[src/rtl/ptscs_pkg.sv]
// Shared types and constants for the picture type start code scanner.
package ptscs_pkg;

	localparam int unsigned MAX_GOLOMB_ZEROS = 31;
	localparam int unsigned GZ_W = $clog2(MAX_GOLOMB_ZEROS + 1);

	localparam logic [1:0] MODE_MPEG2 = 2'd0;
	localparam logic [1:0] MODE_H264  = 2'd1;

	localparam logic [7:0] PIC_TYPE_MASK = 8'h38;
	localparam logic [7:0] PIC_TYPE_I    = 8'h08;
	localparam logic [7:0] NAL_TYPE_MASK = 8'h1f;
	localparam logic [4:0] NAL_SLICE     = 5'd1;
	localparam logic [4:0] NAL_IDR       = 5'd5;

	localparam logic [2:0] BAH_FULL = 3'd4;

	typedef enum logic [1:0] {
		V_NONE  = 2'd0,
		V_INTRA = 2'd1,
		V_OTHER = 2'd2,
		V_ERROR = 2'd3
	} verdict_t;

	typedef enum logic [2:0] {
		PH_HUNT  = 3'd0,
		PH_HDR   = 3'd1,
		PH_MP1   = 3'd2,
		PH_MP2   = 3'd3,
		PH_SLICE = 3'd4
	} phase_t;

	// Exp-Golomb decoder state; only the low three suffix bits matter since
	// intra slice types are all below 15.
	typedef struct packed {
		logic [GZ_W-1:0] zero_run;
		logic [GZ_W-1:0] suffix_left;
		logic [2:0]      value;
		logic            second_code;
		verdict_t        pending;
	} gol_t;

endpackage

[src/rtl/ptscs_golomb.sv]
// Eight Exp-Golomb bit steps over one slice header byte, MSB first.
module ptscs_golomb (
	input  ptscs_pkg::gol_t st_in,
	input  logic [7:0]      data_byte,
	output ptscs_pkg::gol_t st_out
);
	import ptscs_pkg::*;

	gol_t       st;
	logic       bit_v;
	logic [3:0] code_val;

	always_comb begin
		st       = st_in;
		bit_v    = 1'b0;
		code_val = '0;
		for (int i = 7; i >= 0; i--) begin
			bit_v = data_byte[i];
			if (st.pending == V_NONE) begin
				if (st.suffix_left == '0) begin
					if (!bit_v) begin
						if (st.zero_run >= GZ_W'(MAX_GOLOMB_ZEROS))
							st.pending = V_ERROR;
						else
							st.zero_run = st.zero_run + 1'b1;
					end else if (st.zero_run == '0) begin
						// code value 0: never an intra slice type
						if (!st.second_code) begin
							st.second_code = 1'b1;
							st.zero_run    = '0;
							st.value       = '0;
						end else begin
							st.pending = V_OTHER;
						end
					end else begin
						st.suffix_left = st.zero_run;
						st.value       = '0;
					end
				end else begin
					st.value       = {st.value[1:0], bit_v};
					st.suffix_left = st.suffix_left - 1'b1;
					if (st.suffix_left == '0) begin
						code_val = {1'b0, st.value} + ((4'd1 << st.zero_run[1:0]) - 4'd1);
						if (!st.second_code) begin
							st.second_code = 1'b1;
							st.zero_run    = '0;
							st.value       = '0;
						end else if (st.zero_run <= GZ_W'(3) &&
						             (code_val == 4'd2 || code_val == 4'd4 ||
						              code_val == 4'd7 || code_val == 4'd9)) begin
							st.pending = V_INTRA;
						end else begin
							st.pending = V_OTHER;
						end
					end
				end
			end
		end
	end

	assign st_out = st;

endmodule

[src/rtl/ptscs_core.sv]
// Scan state registers and the per-byte decision logic.
module ptscs_core (
	input  logic                  clk,
	input  logic                  arst_n,
	input  logic                  cfg_we,
	input  logic [1:0]            cfg_mode,
	input  logic                  step,
	input  logic [7:0]            data_byte,
	input  logic                  payload_start,
	input  logic                  payload_end,
	output logic                  has_result,
	output ptscs_pkg::verdict_t   verdict
);
	import ptscs_pkg::*;

	logic [1:0] mode_q;
	logic [1:0] zc_q, zc_n;
	phase_t     ph_q, ph_n;
	logic       dec_q, dec_n;
	logic [2:0] bah_q, bah_n;
	gol_t       gol_q, gol_n, gol_cur, gol_fed;
	logic [4:0] nal_type;

	assign gol_cur  = payload_start ? gol_t'('0) : gol_q;
	assign nal_type = 5'(data_byte & NAL_TYPE_MASK);

	ptscs_golomb u_golomb (
		.st_in     (gol_cur),
		.data_byte (data_byte),
		.st_out    (gol_fed)
	);

	always_comb begin
		zc_n       = payload_start ? 2'd0 : zc_q;
		ph_n       = payload_start ? PH_HUNT : ph_q;
		dec_n      = payload_start ? 1'b0 : dec_q;
		bah_n      = payload_start ? 3'd0 : bah_q;
		gol_n      = gol_cur;
		has_result = 1'b0;
		verdict    = V_NONE;
		if (!dec_n) begin
			if (mode_q[1]) begin
				has_result = 1'b1;
				verdict    = V_INTRA;
			end else begin
				case (ph_n)
					PH_HDR: begin
						ph_n = PH_HUNT;
						zc_n = 2'd0;
						if (mode_q == MODE_MPEG2) begin
							if (data_byte == 8'd0 && !payload_end)
								ph_n = PH_MP1;
						end else if (nal_type == NAL_SLICE || nal_type == NAL_IDR) begin
							if (payload_end) begin
								has_result = 1'b1;
								verdict    = V_OTHER;
							end else begin
								ph_n  = PH_SLICE;
								bah_n = 3'd0;
								gol_n = '0;
							end
						end else if (nal_type inside {[5'd0:5'd5]}) begin
							has_result = 1'b1;
							verdict    = V_OTHER;
						end
					end
					PH_MP1: begin
						if (payload_end) begin
							// short header: rescan this byte from a zero count of 0
							ph_n = PH_HUNT;
							zc_n = (data_byte == 8'd0) ? 2'd1 : 2'd0;
						end else begin
							ph_n = PH_MP2;
						end
					end
					PH_MP2: begin
						has_result = 1'b1;
						verdict = ((data_byte & PIC_TYPE_MASK) == PIC_TYPE_I) ? V_INTRA : V_OTHER;
					end
					PH_SLICE: begin
						if (bah_n < BAH_FULL)
							bah_n = bah_n + 3'd1;
						gol_n = gol_fed;
						if (bah_n >= BAH_FULL) begin
							if (gol_fed.pending != V_NONE) begin
								has_result = 1'b1;
								verdict    = gol_fed.pending;
							end else if (payload_end) begin
								has_result = 1'b1;
								verdict    = V_ERROR;
							end
						end else if (payload_end) begin
							has_result = 1'b1;
							verdict    = V_OTHER;
						end
					end
					default: begin
						ph_n = PH_HUNT;
						if (data_byte == 8'd0) begin
							if (zc_n != 2'd2)
								zc_n = zc_n + 2'd1;
						end else if (data_byte == 8'd1 && zc_n == 2'd2) begin
							zc_n = 2'd0;
							ph_n = PH_HDR;
						end else begin
							zc_n = 2'd0;
						end
					end
				endcase
			end
			if (has_result) begin
				dec_n = 1'b1;
				ph_n  = PH_HUNT;
			end else if (payload_end) begin
				has_result = 1'b1;
				verdict    = V_NONE;
			end
		end
	end

	always_ff @(posedge clk or negedge arst_n) begin
		if (!arst_n) begin
			mode_q <= MODE_MPEG2;
			zc_q   <= '0;
			ph_q   <= PH_HUNT;
			dec_q  <= 1'b0;
			bah_q  <= '0;
			gol_q  <= '0;
		end else if (cfg_we) begin
			mode_q <= cfg_mode;
			zc_q   <= '0;
			ph_q   <= PH_HUNT;
			dec_q  <= 1'b0;
			bah_q  <= '0;
			gol_q  <= '0;
		end else if (step) begin
			zc_q  <= zc_n;
			ph_q  <= ph_n;
			dec_q <= dec_n;
			bah_q <= bah_n;
			gol_q <= gol_n;
		end
	end

	// once decided, only a new payload or a configuration write can produce another transaction
	assert property (@(posedge clk) disable iff (!arst_n)
		step && dec_q && !payload_start |-> !has_result)
		else $error("result produced after decision");

	assert property (@(posedge clk) disable iff (!arst_n)
		step && !cfg_we && has_result && verdict != V_NONE |=> dec_q && ph_q == PH_HUNT)
		else $error("decision not recorded");

	assert property (@(posedge clk) disable iff (!arst_n)
		bah_q <= BAH_FULL)
		else $error("byte counter past saturation");

endmodule

[src/rtl/picture_type_start_code_scanner.sv]
// Top level: input stage, scanner core and result register.
//
// Finds picture / slice start codes in PES payload bytes and reports the
// coding type of the first picture or slice in each payload.
// Input channel (in_valid/in_ready): one payload byte per transaction with
// payload_start and payload_end flags. Output channel (out_valid/out_ready):
// a verdict when a decision is made, or verdict 0 on payload_end if none was.
// Configuration channel (cfg_valid/cfg_ready): writes codec_mode and clears
// the scan state; it is taken only while the input stage is empty.
// A byte in the input stage is evaluated by the core and its verdict is
// registered. Throughput is one byte per cycle unless the receiver stalls;
// the limit is the eight-step Exp-Golomb chain in the core stage.
// Reset clears codec_mode to MPEG-2 and empties both registers.
// When the receiver stalls, the verdict is held in the result register and
// the input stage keeps flowing for bytes that produce no result; a byte that
// produces one waits in the input stage, which drops in_ready.
module picture_type_start_code_scanner (
	input  logic                clk,
	input  logic                arst_n,
	input  logic                in_valid,
	output logic                in_ready,
	input  logic [7:0]          data_byte,
	input  logic                payload_start,
	input  logic                payload_end,
	output logic                out_valid,
	input  logic                out_ready,
	output ptscs_pkg::verdict_t verdict,
	input  logic                cfg_valid,
	output logic                cfg_ready,
	input  logic [1:0]          codec_mode
);
	import ptscs_pkg::*;

	logic       valid_s1;
	logic [7:0] byte_s1;
	logic       start_s1;
	logic       end_s1;
	logic       out_valid_q;
	verdict_t   verdict_q;
	logic       has_result;
	verdict_t   core_verdict;
	logic       out_free;
	logic       advance;

	assign out_free  = !out_valid_q || out_ready;
	assign advance   = valid_s1 && (!has_result || out_free);
	assign in_ready  = !valid_s1 || advance;
	assign cfg_ready = !valid_s1;
	assign out_valid = out_valid_q;
	assign verdict   = verdict_q;

	ptscs_core u_core (
		.clk           (clk),
		.arst_n        (arst_n),
		.cfg_we        (cfg_valid && cfg_ready),
		.cfg_mode      (codec_mode),
		.step          (advance),
		.data_byte     (byte_s1),
		.payload_start (start_s1),
		.payload_end   (end_s1),
		.has_result    (has_result),
		.verdict       (core_verdict)
	);

	always_ff @(posedge clk or negedge arst_n) begin
		if (!arst_n) begin
			valid_s1 <= 1'b0;
		end else if (in_ready) begin
			valid_s1 <= in_valid;
		end
	end

	always_ff @(posedge clk) begin
		if (in_valid && in_ready) begin
			byte_s1  <= data_byte;
			start_s1 <= payload_start;
			end_s1   <= payload_end;
		end
	end

	always_ff @(posedge clk or negedge arst_n) begin
		if (!arst_n) begin
			out_valid_q <= 1'b0;
		end else if (advance && has_result) begin
			out_valid_q <= 1'b1;
		end else if (out_ready) begin
			out_valid_q <= 1'b0;
		end
	end

	always_ff @(posedge clk) begin
		if (advance && has_result)
			verdict_q <= core_verdict;
	end

	assert property (@(posedge clk) disable iff (!arst_n)
		out_valid_q && !out_ready |-> !(advance && has_result))
		else $error("result register overwritten while stalled");

	assert property (@(posedge clk) disable iff (!arst_n)
		valid_s1 && !advance |=> valid_s1 && $stable(byte_s1))
		else $error("input stage lost a byte");

	assert property (@(posedge clk) disable iff (!arst_n)
		advance && has_result |=> out_valid_q)
		else $error("result not registered");

endmodule
[config.mk]
export PLATFORM = sky130hd
export DESIGN_NAME = picture_type_start_code_scanner
export DESIGN_NICKNAME = d
export VERILOG_FILES = /design/src/rtl/ptscs_pkg.sv /design/src/rtl/ptscs_golomb.sv /design/src/rtl/ptscs_core.sv /design/src/rtl/picture_type_start_code_scanner.sv
export SDC_FILE = /design/constraint.sdc
export NUM_CORES = 1
export LEC_CHECK = 0
export ABC_AREA = 0
export BUFFER_PORTS_ARGS = -buffer_cell sky130_fd_sc_hd__buf_2
export CAP_MARGIN = 5
export CORE_MARGIN = 10
export CORE_UTILIZATION = 55
export DETAILED_ROUTE_END_ITERATION = 6
export PLACE_DENSITY_LB_ADDON = 0.2
export RECOVER_POWER = 50
export SLEW_MARGIN = 40
export SYNTH_ARGS = -nofsm -noshare
export SYNTH_HDL_FRONTEND = slang
export SYNTH_SLANG_ARGS = --single-unit
[constraint.sdc]
create_clock -name clk -period 20.6 [get_ports clk]
set_input_delay 4.12 -clock clk [delete_from_list [all_inputs] [get_ports clk]]
set_output_delay 4.12 -clock clk [all_outputs]
set_load 0.01 [all_outputs]
==> results.md <==
* CTS tree: yes
* Die Wd at 156.0 microns
* Reg clk slew, reported paths at around 0.060 ns
* H-tree levels at 2
* Crit Path Max Fanout at 10
* Critical path's slowest cell: or4_4
* Die extent in y at approximately 160 microns
* Netlist cell types at ~120
* Post-CTS Hold Fix Bufs at 0
* Synth Cell Area at 10180 sq um
* GR Util All Layers at around 27%
* Clock Skews at just under 0.009 ns
* Synth area leaders: ha_1 11%, dfrtp_1 6.9%, nand2_1 5.4%, inv_1 4.0%, nor2_1 3.9%
* Design area at 11280 sq um
* Yosys warning total at 0
* Drt total wl at between 30000 and 40000 microns
* Post-synth top cells: 147 x nand2_1, 109 x inv_1, 105 x nor2_1, 89 x ha_1, 64 x a21oi_1
* Slew Limit Headroom at -3.831%
* Max Fclk at 0.05055 GHz
* IO buf count at 21
* Dpl hpwl at between 20000 and 30000 microns
* Largest stage delay on the critical path at 0.55 ns
* Initial antenna violation count at 0
* Worst vdd ir at roughly 0.23 mV
* Max-cap violations at 1
* # DRC at 0
* DR iter-0 viols at approximately 1200
* # placed instances at roughly 1700
* I/O pin count at 22
* Vias in the first global route at approximately 11000
* Net Sw Frac at 56.23%
* CTS Root Cell: clkbuf_16
* Fraction of layout cells with a size suffix above 1 at about 18%
* Sw Pwr at 0.0008477 W
* Internal at around 0.00066 W
* Final setup fails at 0
* Tmin final at 19.78 ns
* Clk pwr share at 5.3%
* Core ar. at between 15000 and 20000 sq um
* Startpoint types: flop
* CP endpoint kind: output port
* Final net count at approximately 1600
* Power density over the cells at around 130 nW/um^2
* # rows at 49
* Synthesized flop and latch total at 40
* Critical path class: reg -> out
* Min-delay worst type: reg -> reg
* Worst slew pin tran at 1.557 ns
* Remaining Overflow, GRT at 0
* Fin. max-slew vios at 29
* Leak pwr at roughly 4.5 nW
* Die ar. at between 20000 and 25000 sq um
* Clk sinks at 40
* Data arrival, critical path at between 15 and 20 ns
* Total number of vias at about 12000
* Area added between synthesis and finish at 10.82%
* Tcrit/Tclk final at a little over nine tenths
* DRT Pass-1 Iters at 6
* Endpoints failing hold at 0
* Syn Area/Cell at around 7.2 sq um
* Status: finished, violations left
* # diodes at 0
* Failing checks: capacitance limit, slew limit
* Dominant cell by count in the synthesized netlist: nand2_1
* Area leader, netlist: ha_1
* EDFF count, synth at 12
* Placed cell area at around 11000 sq um
* Clock Path Buffers at 2
* Post-synth top area share at between 10% and 20%
* Routability cong. at a little over 1
* Drt wl/cell at 20.51 microns
* Num CTS Buffers at 5
* Register area share after synthesis at 10.43%
* Sequential power share at under 10%
* FFs w/ async S/R, synth at 70.00%
* Largest net degree at the start of global routing at 29
* Final ANT Viol Nets at 0
* Post-Layout Cell Count at 1676
* Synthesized Nets at ~1500
* Main synth FF type: dfrtp_1
* Synthesized instance count at around 1400
* Via density at between 6 and 7
* Crit path required time at about 16 ns
* Fill cells at between 1500 and 2000
* Clk_lat worst skew at between 0.2 and 0.3 ns
* Logic gate share of total power at 88.3%
* First-pass GRT wire length at between 50000 and 60000 microns
* Starting Density at between 50 and 60%
worst max-delay path: cells and delay by family, from the launching register on:
kind / cells / cell delay, ns
adder cells (fa/ha/maj): 15 / 3.68
flip-flops: 1 / 0.46
AO/OA/AOI/OAI: 18 / 4.32
AND/OR/NAND/NOR: 24 / 4.89
XOR/XNOR: 2 / 0.49
buffers and inverters: 15 / 1.53
kinds of logic (layout without fill, tap and decap cells):
| kind of cell | Yosys count | after routing | synth area share [%] |
|---|---|---|---|
| simple gates | 577 | 577 | 30.20 |
| compound gates | 467 | 467 | 35.35 |
| buf+inv | 183 | 224 | 7.439 |
| fa+ha+maj | 97 | 97 | 12.52 |
| flops | 40 | 40 | 10.43 |
| xor+xnor | 26 | 26 | 2.373 |
| mux | 16 | 16 | 1.697 |
registers in the layout (all words and copies together), names as in the netlist:
name	cells
byte_s1	8
end_s1	1
out_valid	1
start_s1	1
u_core.bah_q	3
u_core.dec_q	1
u_core.gol_q	15
u_core.mode_q	2
u_core.ph_q	3
u_core.zc_q	2
valid_s1	1
verdict	2
routing by layer:
metal	share of wire, %	routed length (microns)	track usage (%)	vias to the layer above
met4	3.3	1145	9.487	0
met1	43	14790	36.14	5518
met3	8.0	2754	3.695	100
met2	46	15680	44.15	619
met5	0	0	0	-
li1	-	-	-	5485
power groups by stage:
stage | sequential (W) | combinational (W) | clock, W
floorplan | 0.0000918 | 0.000941 | 0
global placement | 0.0000966 | 0.00121 | 0
detailed placement | 0.0000965 | 0.00123 | 0
CTS | 0.0000952 | 0.00124 | 0.0000805
global route | 0.0000962 | 0.00147 | 0.0000841
finish | 0.0000959 | 0.00133 | 0.0000798
placed cells by master (no fill, tap or decap), types with 15 or more instances in the layout:
| cell | count |
|---|---|
| nand2_1 | 147 |
| nor2_1 | 99 |
| o22ai_1 | 23 |
| o21ai_0 | 60 |
| o21ai_1 | 15 |
| nand3_1 | 56 |
| and2_1 | 18 |
| buf_2 | 17 |
| inv_1 | 107 |
| o211ai_1 | 18 |
| nor3_1 | 47 |
| dfrtp_1 | 28 |
| ha_1 | 84 |
| or3_1 | 15 |
| buf_4 | 76 |
| and3_1 | 15 |
| nand4_1 | 38 |
| a21oi_1 | 60 |
| a31oi_1 | 29 |
stage by stage:
stage	setup TNS [ns]	setup slack (ns)	utilization (%)	total power, W	hold slack, ns
4_1_cts	0	0.006677	60.31	0.001414	0.5435
3_5_place_dp	-0.2405	-0.2405	59.27	0.001322	0.5277
5_1_grt	-0.1339	-0.1339	62.35	0.001646	0.5826
2_1_floorplan	0	1.180	-	0.001032	0.5043
3_3_place_gp	-0.09450	-0.09450	59.21	0.001308	0.5276
6_report	0	0.8161	62.35	0.001508	0.5434
layout make-up:
cell class | count | area (sq um) | share of cell area (%)
timing repair buffer | 97 | 670.6 | 5.947
sequential | 40 | 1061 | 9.409
multi-input combinational | 1183 | 8665 | 76.83
inverter | 119 | 449.2 | 3.983
clock buffer | 6 | 128.9 | 1.143
tap | 229 | 286.5 | 2.541
clock inverter | 2 | 16.27 | 0.1442
final timing paths:
kind | from | end | slack, ns | cells past startpoint
worst max-delay path | start_s1 | in_ready | 0.82 | 74
worst min-delay path | u_core.bah_q[1] | u_core.bah_q[1] | 0.54 | 2
worst max register to register | start_s1 | byte_s1[7] | 4.49 | 74
worst min register to register | u_core.bah_q[1] | u_core.bah_q[1] | 0.54 | 2
max in group asynchronous | arst_n | u_core.gol_q[2] | 15.49 | 1
min in group asynchronous | arst_n | u_core.mode_q[1] | 4.21 | 1
repair_timing:
action	4_1_cts	5_1_grt
setup buffers	0	17
pin swaps	0	10
endpoints found under the setup margin	1	1
gates resized for setup	12	55
(Power assumes the default switching activity.)
